**config.mk**
```make
export PLATFORM = sky130hd
export DESIGN_NAME = json_string_unescape_to_utf8
export DESIGN_NICKNAME = d
export VERILOG_FILES = /design/src/rtl/core/jsu_pkg.sv /design/src/rtl/core/jsu_front.sv /design/src/rtl/core/jsu_queue.sv /design/src/rtl/core/jsu_back.sv /design/src/rtl/core/json_string_unescape_to_utf8.sv
export VERILOG_INCLUDE_DIRS = /design/src /design/src/rtl/core
export SDC_FILE = /design/constraint.sdc
export NUM_CORES = 1
export LEC_CHECK = 0
export BUFFER_PORTS_ARGS = -buffer_cell sky130_fd_sc_hd__buf_2
export CORE_UTILIZATION = 40
export CTS_BUF_LIST = sky130_fd_sc_hd__clkbuf_4
export DETAILED_ROUTE_END_ITERATION = 16
export GPL_ROUTABILITY_DRIVEN = 0
export PLACE_DENSITY_LB_ADDON = 0.12
export SLEW_MARGIN = 40
export SYNTH_ARGS = -nofsm -noshare
export SYNTH_HDL_FRONTEND = slang
export SYNTH_SLANG_ARGS = --single-unit
```
**constraint.sdc**
```tcl
create_clock -name clk -period 4.1 [get_ports clk]
set_input_delay 0.205 -clock clk [delete_from_list [all_inputs] [get_ports clk]]
set_output_delay 0.205 -clock clk [all_outputs]
set_load 0.02 [all_outputs]
```
**src/rtl/core/json_string_unescape_to_utf8_assert.svh**
```systemverilog
// Assertion macros shared by the JSON string unescaper RTL.
`ifndef JSON_STRING_UNESCAPE_TO_UTF8_ASSERT_SVH
`define JSON_STRING_UNESCAPE_TO_UTF8_ASSERT_SVH

// Same-cycle implication, sampled on clk and disabled while rst is high.
`define JSU_ASSERT_NOW(name, pre, con, msg) \
  name: assert property (@(posedge clk) disable iff (rst) (pre) |-> (con)) else $error(msg);

// Next-cycle implication, sampled on clk and disabled while rst is high.
`define JSU_ASSERT_NEXT(name, pre, con, msg) \
  name: assert property (@(posedge clk) disable iff (rst) (pre) |=> (con)) else $error(msg);

`endif

```
**src/rtl/core/jsu_pkg.sv**
```systemverilog
// Shared types, codes and helper functions of the JSON string unescaper.
package jsu_pkg;

  typedef enum logic [2:0] {
    PH_IDLE,
    PH_BODY,
    PH_ESC,
    PH_HEX1,
    PH_WANT_BS,
    PH_WANT_U,
    PH_HEX2
  } phase_t;

  localparam logic [1:0] KIND_DATA = 2'd0;
  localparam logic [1:0] KIND_DONE = 2'd1;
  localparam logic [1:0] KIND_ERR  = 2'd2;

  localparam int QDEPTH = 4;
  localparam int QAW    = $clog2(QDEPTH);
  localparam int QCW    = $clog2(QDEPTH + 1);

  localparam logic [7:0] CH_QUOTE  = 8'h22;
  localparam logic [7:0] CH_BSLASH = 8'h5C;
  localparam logic [7:0] CH_SLASH  = 8'h2F;
  localparam logic [7:0] CH_B      = 8'h62;
  localparam logic [7:0] CH_T      = 8'h74;
  localparam logic [7:0] CH_N      = 8'h6E;
  localparam logic [7:0] CH_F      = 8'h66;
  localparam logic [7:0] CH_R      = 8'h72;
  localparam logic [7:0] CH_U      = 8'h75;
  localparam logic [7:0] CH_SPACE  = 8'h20;

  // One run: all results caused by one input byte, first result in bytes[0].
  typedef struct packed {
    logic [3:0][7:0] bytes;
    logic [2:0]      cnt;
    logic [1:0]      kind;
  } run_t;

  // Returns {bad, value}; bad is set when the byte is not a hex digit.
  function automatic logic [4:0] hex_val(input logic [7:0] c);
    logic [7:0] d;
    begin
      d = 8'h00;
      if (c >= 8'h30 && c <= 8'h39) begin
        d = c - 8'h30;
        hex_val = {1'b0, d[3:0]};
      end else if (c >= 8'h61 && c <= 8'h66) begin
        d = c - 8'h57;
        hex_val = {1'b0, d[3:0]};
      end else if (c >= 8'h41 && c <= 8'h46) begin
        d = c - 8'h37;
        hex_val = {1'b0, d[3:0]};
      end else begin
        hex_val = 5'h10;
      end
    end
  endfunction

endpackage

```
**src/rtl/core/jsu_front.sv**
```systemverilog
// Front end: parses one input byte per cycle while take is high and forms the run of results it causes.
module jsu_front (
  input  logic          clk,
  input  logic          rst,
  input  logic          take,
  input  logic [7:0]    in_byte,
  output logic          push,
  output jsu_pkg::run_t push_run,
  output logic          idle
);

  jsu_pkg::phase_t phase, phase_next;
  logic [1:0]  hcnt, hcnt_next;
  logic [15:0] fcu, fcu_next;
  logic [15:0] acc, acc_next;

  logic [4:0]  hv;
  logic [15:0] acc_sh;
  logic [10:0] hi;
  logic [20:0] cp21;
  logic        fail;
  logic        done;

  assign hv     = jsu_pkg::hex_val(in_byte);
  assign acc_sh = {acc[11:0], hv[3:0]};
  // Surrogate pair: upper bits of the code point are the high unit plus 0x40.
  assign hi     = {1'b0, fcu[9:0]} + 11'h040;
  assign cp21   = {hi, acc_sh[9:0]};
  assign idle   = (phase == jsu_pkg::PH_IDLE);

  always_ff @(posedge clk) begin
    if (rst) begin
      phase <= jsu_pkg::PH_IDLE;
      hcnt  <= 2'd0;
      fcu   <= 16'h0000;
      acc   <= 16'h0000;
    end else begin
      phase <= phase_next;
      hcnt  <= hcnt_next;
      fcu   <= fcu_next;
      acc   <= acc_next;
    end
  end

  always_comb begin
    phase_next = phase;
    hcnt_next  = hcnt;
    fcu_next   = fcu;
    acc_next   = acc;
    push_run   = '0;
    fail       = 1'b0;
    done       = 1'b0;
    if (take) begin
      unique case (phase)
        jsu_pkg::PH_IDLE: begin
          if (in_byte == jsu_pkg::CH_QUOTE) phase_next = jsu_pkg::PH_BODY;
          else fail = 1'b1;
        end
        jsu_pkg::PH_BODY: begin
          if (in_byte < jsu_pkg::CH_SPACE) begin
            fail = 1'b1;
          end else if (in_byte == jsu_pkg::CH_BSLASH) begin
            phase_next = jsu_pkg::PH_ESC;
          end else if (in_byte == jsu_pkg::CH_QUOTE) begin
            done = 1'b1;
          end else begin
            push_run.bytes[0] = in_byte;
            push_run.cnt      = 3'd1;
          end
        end
        jsu_pkg::PH_ESC: begin
          phase_next   = jsu_pkg::PH_BODY;
          push_run.cnt = 3'd1;
          unique case (in_byte) inside
            jsu_pkg::CH_B: push_run.bytes[0] = 8'h08;
            jsu_pkg::CH_T: push_run.bytes[0] = 8'h09;
            jsu_pkg::CH_N: push_run.bytes[0] = 8'h0A;
            jsu_pkg::CH_F: push_run.bytes[0] = 8'h0C;
            jsu_pkg::CH_R: push_run.bytes[0] = 8'h0D;
            jsu_pkg::CH_BSLASH, jsu_pkg::CH_SLASH, jsu_pkg::CH_QUOTE:
              push_run.bytes[0] = in_byte;
            jsu_pkg::CH_U: begin
              push_run.cnt = 3'd0;
              phase_next   = jsu_pkg::PH_HEX1;
              hcnt_next    = 2'd0;
              acc_next     = 16'h0000;
            end
            default: begin
              push_run.cnt = 3'd0;
              fail         = 1'b1;
            end
          endcase
        end
        jsu_pkg::PH_HEX1: begin
          if (hv[4]) begin
            fail = 1'b1;
          end else begin
            acc_next = acc_sh;
            if (hcnt == 2'd3) begin
              hcnt_next  = 2'd0;
              phase_next = jsu_pkg::PH_BODY;
              if (acc_sh <= 16'h007F) begin
                push_run.bytes[0] = acc_sh[7:0];
                push_run.cnt      = 3'd1;
              end else if (acc_sh <= 16'h07FF) begin
                push_run.bytes[0] = {3'b110, acc_sh[10:6]};
                push_run.bytes[1] = {2'b10, acc_sh[5:0]};
                push_run.cnt      = 3'd2;
              end else if (acc_sh >= 16'hD800 && acc_sh <= 16'hDBFF) begin
                fcu_next   = acc_sh;
                phase_next = jsu_pkg::PH_WANT_BS;
              end else begin
                push_run.bytes[0] = {4'b1110, acc_sh[15:12]};
                push_run.bytes[1] = {2'b10, acc_sh[11:6]};
                push_run.bytes[2] = {2'b10, acc_sh[5:0]};
                push_run.cnt      = 3'd3;
              end
            end else begin
              hcnt_next = hcnt + 2'd1;
            end
          end
        end
        jsu_pkg::PH_WANT_BS: begin
          if (in_byte == jsu_pkg::CH_BSLASH) phase_next = jsu_pkg::PH_WANT_U;
          else fail = 1'b1;
        end
        jsu_pkg::PH_WANT_U: begin
          if (in_byte == jsu_pkg::CH_U) begin
            phase_next = jsu_pkg::PH_HEX2;
            hcnt_next  = 2'd0;
            acc_next   = 16'h0000;
          end else begin
            fail = 1'b1;
          end
        end
        jsu_pkg::PH_HEX2: begin
          if (hv[4]) begin
            fail = 1'b1;
          end else begin
            acc_next = acc_sh;
            if (hcnt == 2'd3) begin
              hcnt_next = 2'd0;
              if (acc_sh < 16'hDC00 || acc_sh > 16'hDFFF) begin
                fail = 1'b1;
              end else begin
                push_run.bytes[0] = {5'b11110, cp21[20:18]};
                push_run.bytes[1] = {2'b10, cp21[17:12]};
                push_run.bytes[2] = {2'b10, cp21[11:6]};
                push_run.bytes[3] = {2'b10, cp21[5:0]};
                push_run.cnt      = 3'd4;
                phase_next        = jsu_pkg::PH_BODY;
                fcu_next          = 16'h0000;
              end
            end else begin
              hcnt_next = hcnt + 2'd1;
            end
          end
        end
        default: fail = 1'b1;
      endcase
      if (fail || done) begin
        push_run      = '0;
        push_run.cnt  = 3'd1;
        push_run.kind = fail ? jsu_pkg::KIND_ERR : jsu_pkg::KIND_DONE;
        phase_next    = jsu_pkg::PH_IDLE;
        hcnt_next     = 2'd0;
        fcu_next      = 16'h0000;
        acc_next      = 16'h0000;
      end
    end
  end

  assign push = take && (push_run.cnt != 3'd0);

endmodule

```
**src/rtl/core/jsu_queue.sv**
```systemverilog
// Small queue of result runs between the parser and the output sequencer.
module jsu_queue (
  input  logic          clk,
  input  logic          rst,
  input  logic          push,
  input  jsu_pkg::run_t push_run,
  input  logic          pop,
  output jsu_pkg::run_t head,
  output logic          head_valid,
  output logic          full
);

  jsu_pkg::run_t              entries [jsu_pkg::QDEPTH];
  logic [jsu_pkg::QAW-1:0]    wr_ptr;
  logic [jsu_pkg::QAW-1:0]    rd_ptr;
  logic [jsu_pkg::QCW-1:0]    count;

  assign head       = entries[rd_ptr];
  assign head_valid = (count != '0);
  assign full       = (count == jsu_pkg::QCW'(jsu_pkg::QDEPTH));

  always_ff @(posedge clk) begin
    if (push) entries[wr_ptr] <= push_run;
  end

  always_ff @(posedge clk) begin
    if (rst) begin
      wr_ptr <= '0;
      rd_ptr <= '0;
      count  <= '0;
    end else begin
      if (push) wr_ptr <= wr_ptr + 1'b1;
      if (pop)  rd_ptr <= rd_ptr + 1'b1;
      if (push && !pop)      count <= count + 1'b1;
      else if (pop && !push) count <= count - 1'b1;
    end
  end

endmodule

```
**src/rtl/core/jsu_back.sv**
```systemverilog
// Back end: walks the head run one result per cycle, while out_stall is low, into the output register.
module jsu_back (
  input  logic          clk,
  input  logic          rst,
  input  jsu_pkg::run_t head,
  input  logic          head_valid,
  output logic          pop,
  input  logic          out_stall,
  output logic          out_valid,
  output logic [7:0]    out_byte,
  output logic [1:0]    kind,
  output logic          last_of_run
);

  logic [1:0] idx;
  logic       load;
  logic       at_last;

  assign load    = head_valid && (!out_valid || !out_stall);
  assign at_last = ({1'b0, idx} == (head.cnt - 3'd1));
  assign pop     = load && at_last;

  always_ff @(posedge clk) begin
    if (rst) begin
      out_valid <= 1'b0;
      idx       <= 2'd0;
    end else begin
      if (!out_valid || !out_stall) out_valid <= head_valid;
      if (load) idx <= at_last ? 2'd0 : idx + 2'd1;
    end
  end

  always_ff @(posedge clk) begin
    if (load) begin
      out_byte    <= head.bytes[idx];
      kind        <= head.kind;
      last_of_run <= at_last;
    end
  end

endmodule

```
**src/rtl/core/json_string_unescape_to_utf8.sv**
```systemverilog
// Top level of the JSON string unescaper: parser, run queue and output sequencer.
//
//   Channel  Signals                              Request
//   input    in_valid, in_stall, in_byte          one byte of the quoted string
//   output   out_valid, out_stall, out_byte,      one decoded byte, or a complete
//            kind, last_of_run                    or error marker
//
// The parser takes one input byte per cycle whenever the run queue has room.
// Each byte produces a run of zero to four results, which the output sequencer
// emits one per cycle while out_stall is low; a four-entry run queue absorbs
// the bursts. A queued run passes through the run queue and then the output
// register on its way to out_valid.
// Synchronous reset returns the parser to the idle phase and empties the queue.
// in_stall rises only when the queue is full; out_stall freezes the output
// register while the parser keeps running until the queue fills.
module json_string_unescape_to_utf8 (
  input  logic       clk,
  input  logic       rst,
  input  logic       in_valid,
  output logic       in_stall,
  input  logic [7:0] in_byte,
  output logic       out_valid,
  input  logic       out_stall,
  output logic [7:0] out_byte,
  output logic [1:0] kind,
  output logic       last_of_run
);

  `include "json_string_unescape_to_utf8_assert.svh"

  logic          take;
  logic          push;
  jsu_pkg::run_t push_run;
  logic          front_idle;
  logic          pop;
  jsu_pkg::run_t head;
  logic          head_valid;
  logic          q_full;

  // A byte is taken whenever the queue has space for the run it may cause.
  assign in_stall = q_full;
  assign take     = in_valid && !in_stall;

  jsu_front u_front (
    .clk      (clk),
    .rst      (rst),
    .take     (take),
    .in_byte  (in_byte),
    .push     (push),
    .push_run (push_run),
    .idle     (front_idle)
  );

  jsu_queue u_queue (
    .clk        (clk),
    .rst        (rst),
    .push       (push),
    .push_run   (push_run),
    .pop        (pop),
    .head       (head),
    .head_valid (head_valid),
    .full       (q_full)
  );

  jsu_back u_back (
    .clk         (clk),
    .rst         (rst),
    .head        (head),
    .head_valid  (head_valid),
    .pop         (pop),
    .out_stall   (out_stall),
    .out_valid   (out_valid),
    .out_byte    (out_byte),
    .kind        (kind),
    .last_of_run (last_of_run)
  );

  // A complete or error marker always stands alone and carries a zero byte.
  `JSU_ASSERT_NOW(a_marker_alone, out_valid && kind != jsu_pkg::KIND_DATA, last_of_run && out_byte == 8'h00, "marker result is not a lone zero byte")
  // Completing or failing a string puts the parser back to waiting for a quote.
  `JSU_ASSERT_NEXT(a_end_to_idle, push && push_run.kind != jsu_pkg::KIND_DATA, front_idle, "parser not idle after string end")
  // The sequencer never retires a run that is not there.
  `JSU_ASSERT_NOW(a_pop_has_head, pop, head_valid, "run popped from an empty queue")

endmodule
```
==> results.py <==
metrics = {
    "detailed_routing": {
        "drt-pass1-iter-count": 5,
        "wl_per_cell_um": 20.60,
        "vias": 5432,
        "viasPerCell": 5.676,
        "ant_nets": 0,
        "drt_iter0_drc": 338,
        "drt_wl_total_mm": 19.71,
        "drc": 0,
    },
    "power": {
        "cellPowerDensity_nw_per_um2": 463.6,
        "internal-power_mw": 3.081,
        "peakVddDrop_uv": 144.3,
        "power.combinational.fraction": 0.239,
        "clkPwrFrac": 0.214,
        "p_sw_mw": 1.266,
        "p_sw_frac": 0.2912,
        "power_leakage_nw": 3.079,
        "pwr-share-seq": 0.547,
        "p_total_mw": 4.346,
    },
    "yosys": {
        "ys.flop_type": "edfxtp_1",
        "syn_area_um2": 8673,
        "synth_async_sr_flop_share": 0,
        "synth_top_family_by_area": "multiplexers",
        "synth_edf_count": 147,
        "yosysTopAreaCellShare": 0.5089,
        "synth_top_cell_by_area": "edfxtp_1",
        "synth_xor_area_frac": 0.01212,
        "post_synth_num_cell_types": 72,
        "synthAdderAreaFrac": 0.02106,
        "yosys_warnings": 0,
        "syn_area_per_cell_um2": 13.47,
        "synth_compound_area_frac": 0.09766,
        "yosys.area_share.simple": 0.1193,
        "synthCells": 644,
        "ys_ff_latch": 186,
        "synth_mux_area_frac": 0.1203,
        "syn-num-nets": 670,
        "ys_seq_area_frac": 0.5990,
        "synth_area_leaders": "edfxtp_1 51%, mux4_2 11%, dfxtp_1 9.0%, nor2_1 2.2%, nand2_1 2.0%",
    },
    "timing": {
        "slew_viol_final": 0,
        "slew_headroom": 0.4966,
        "hold_violations": 0,
        "finClkSkew_ns": 0.03384,
        "setup_tns_ns": 0,
        "post-route-period-util": 0.8578,
        "tightest_slew_ns": 0.7493,
        "setup_violations": 0,
        "fmax_mhz": 284.3,
        "min_period_ns": 3.517,
        "rsz0062_at_grt": "no",
    },
    "critical_path": {
        "reg2reg_depth": 11,
        "start_kind": "register",
        "cp_data_arrival_time_ns": 4.02,
        "r2r_setup_slack_ns": 0.58,
        "crit_type": "reg2reg",
        "worstReg2RegEnd": "u_queue.count[2]",
        "cp_max_fo": 15,
        "crit_path_end_kind": "register",
        "worstReg2RegStart": "u_front.phase[1]",
        "required_ns": 4.61,
    },
    "job": {
        "drv_cap": 0,
    },
    "floorplanning": {
        "dieWidth_um": 149.3,
        "rows": 53,
        "start_util": 0.4100,
        "die_y_um": 149.3,
        "dieArea_um2": 22280,
        "core_area_um2": 21150,
        "ioPinCount": 25,
    },
    "clock_tree": {
        "clkLatencyLatePin_ns": 0.57,
        "h-tree-depth": 4,
        "postCtsSetupBuffers": 0,
        "clock-sinks": 186,
        "cts_tree": "yes",
        "clockBufferDepth": 2,
        "cts-root-buf": "clkbuf_4",
        "tritoncts.num_buffers": 17,
        "clkTransAtPathRegs_ns": 0.16,
    },
    "cells_and_area": {
        "final_common_cell": "edfxtp_1",
        "final_cell_mix": "147 x edfxtp_1, 50 x nor2_1, 47 x nand2_1, 41 x mux4_2, 38 x dfxtp_1",
        "nNetsFinal": 694,
        "area_growth_pct": 8.093,
        "layout-drive-gt1-share": 0.1997,
        "final_area_um2": 9375,
        "layoutNonFillerInstCount": 957,
    },
    "min_path": {
        "hp-start": "rst",
        "min_to": "u_queue.count[0]",
        "min_path_type": "in2reg",
        "min_path_cells": 2,
    },
    "place": {
        "dp_hpwl_mm": 13.41,
        "dp_cells": 923,
        "place_area_um2": 9107,
        "io_buffer_count": 24,
    },
    "grt": {
        "first_global_vias": 5441,
        "grt_pass1_wl_mm": 30.88,
        "grt_max_degree": 36,
        "grt_use_total": 0.1876,
        "antenna_found_initial": 1,
        "overflow": 0,
    },
    "outcome": {
        "status": "completed",
    },
}
## metal layers
| metal | global-route usage | vias up | routed length, um |
|---|---|---|---|
| li1 | - | 2533 | - |
| met1 | 0.2483 | 2753 | 8949 |
| met2 | 0.3053 | 122 | 9585 |
| met3 | 0.03853 | 24 | 796 |
| met4 | 0.06684 | 0 | 383 |
| met5 | 0 | - | 0 |
## worst max-delay path, cell delays in order, from the launching register on
cell and delay [ns]:
dfxtp_1 0.65, nand2b_1 0.23, or3_1 0.43, or2_2 0.30, nand3_1 0.20, o31a_1 0.25, ha_1 0.21, inv_1 0.07
fa_1 0.43, xor2_1 0.18, or3_1 0.33, a21oi_1 0.17
## worst max-delay path by stage
stage                startpoint               end
2_1_floorplan          register  u_queue.count[2]
3_3_place_gp         in_byte[0]  u_queue.count[2]
3_5_place_dp         in_byte[0]  u_queue.count[2]
4_1_cts        u_front.phase[1]  u_queue.count[2]
5_1_grt        u_front.phase[0]  u_queue.count[2]
6_report       u_front.phase[1]  u_queue.count[2]
## flip-flops by register name (all words and copies together) (netlist names), 3 cells and up, named ones only
name / flops
u_queue.count: 3
u_front.phase: 3
u_front.acc: 12
u_front.fcu: 10
u_back.out_byte: 8
u_queue.entries: 136
## final cells by class
type / instances / area (um2)
Fill cell: 1956 / 11780
Clock buffer: 18 / 135.1
Timing Repair Buffer: 44 / 272.8
Antenna cell: 1 / 2.502
Sequential cell: 186 / 5196
Clock inverter: 14 / 120.1
Inverter: 22 / 82.58
Tap cell: 275 / 344.1
Multi-Input combinational cell: 397 / 3222
## synthesized netlist by cell type (all sizes together) (4+ instances only)
master / count
edfxtp: 147
nor2: 50
nand2: 48
mux4: 41
dfxtp: 39
a21oi: 27
clkbuf: 24
inv: 21
nand3: 21
o21ai: 21
buf: 15
ha: 13
mux2i: 12
a22oi: 11
nor3: 10
and2: 9
nand2b: 8
o32ai: 8
or3: 8
o22ai: 7
or2: 7
xor2: 7
a31oi: 6
nor2b: 6
a41oi: 5
and3: 5
nor3b: 5
xnor2: 5
a21o: 4
nor4: 4
## stage by stage
stage                     hold WS [ns]  setup WS, ns  utilization
final                           0.1153        0.5831       0.4432
after global placement          0.4439        0.5918       0.4305
after global routing           0.08869        0.3335       0.4432
after CTS                      0.06697        0.6360       0.4431
after detailed placement        0.4575        0.4388       0.4305
after floorplan                 0.3498        0.2723            -
## cell families (layout without fill, tap and decap cells)
| logic type | count (synthesis) | after routing |
|---|---|---|
| AO/OA/AOI/OAI | 120 | 120 |
| AND/OR/NAND/NOR | 198 | 198 |
| flip-flops | 186 | 186 |
| other | 0 | 1 |
| multiplexers | 53 | 53 |
| buffers and inverters | 61 | 98 |
| XOR/XNOR | 12 | 12 |
| adder cells (fa/ha/maj) | 14 | 14 |
## power groups by stage
| stage | clock (mW) | combinational [mW] | sequential (mW) |
|---|---|---|---|
| 2_1_floorplan | 0 | 0.695 | 2.48 |
| 3_3_place_gp | 0 | 1.06 | 2.42 |
| 3_5_place_dp | 0 | 1.07 | 2.43 |
| 4_1_cts | 0.955 | 1.07 | 2.38 |
| 5_1_grt | 1.02 | 1.14 | 2.41 |
| 6_report | 0.928 | 1.04 | 2.38 |
## timing repair
item                      in CTS  in global routing
gates resized for setup        0                  0
hold buffers                   1                  0
hold endpoints to repair       1                  0
Note: power is estimated with default switching activity, not from simulation.
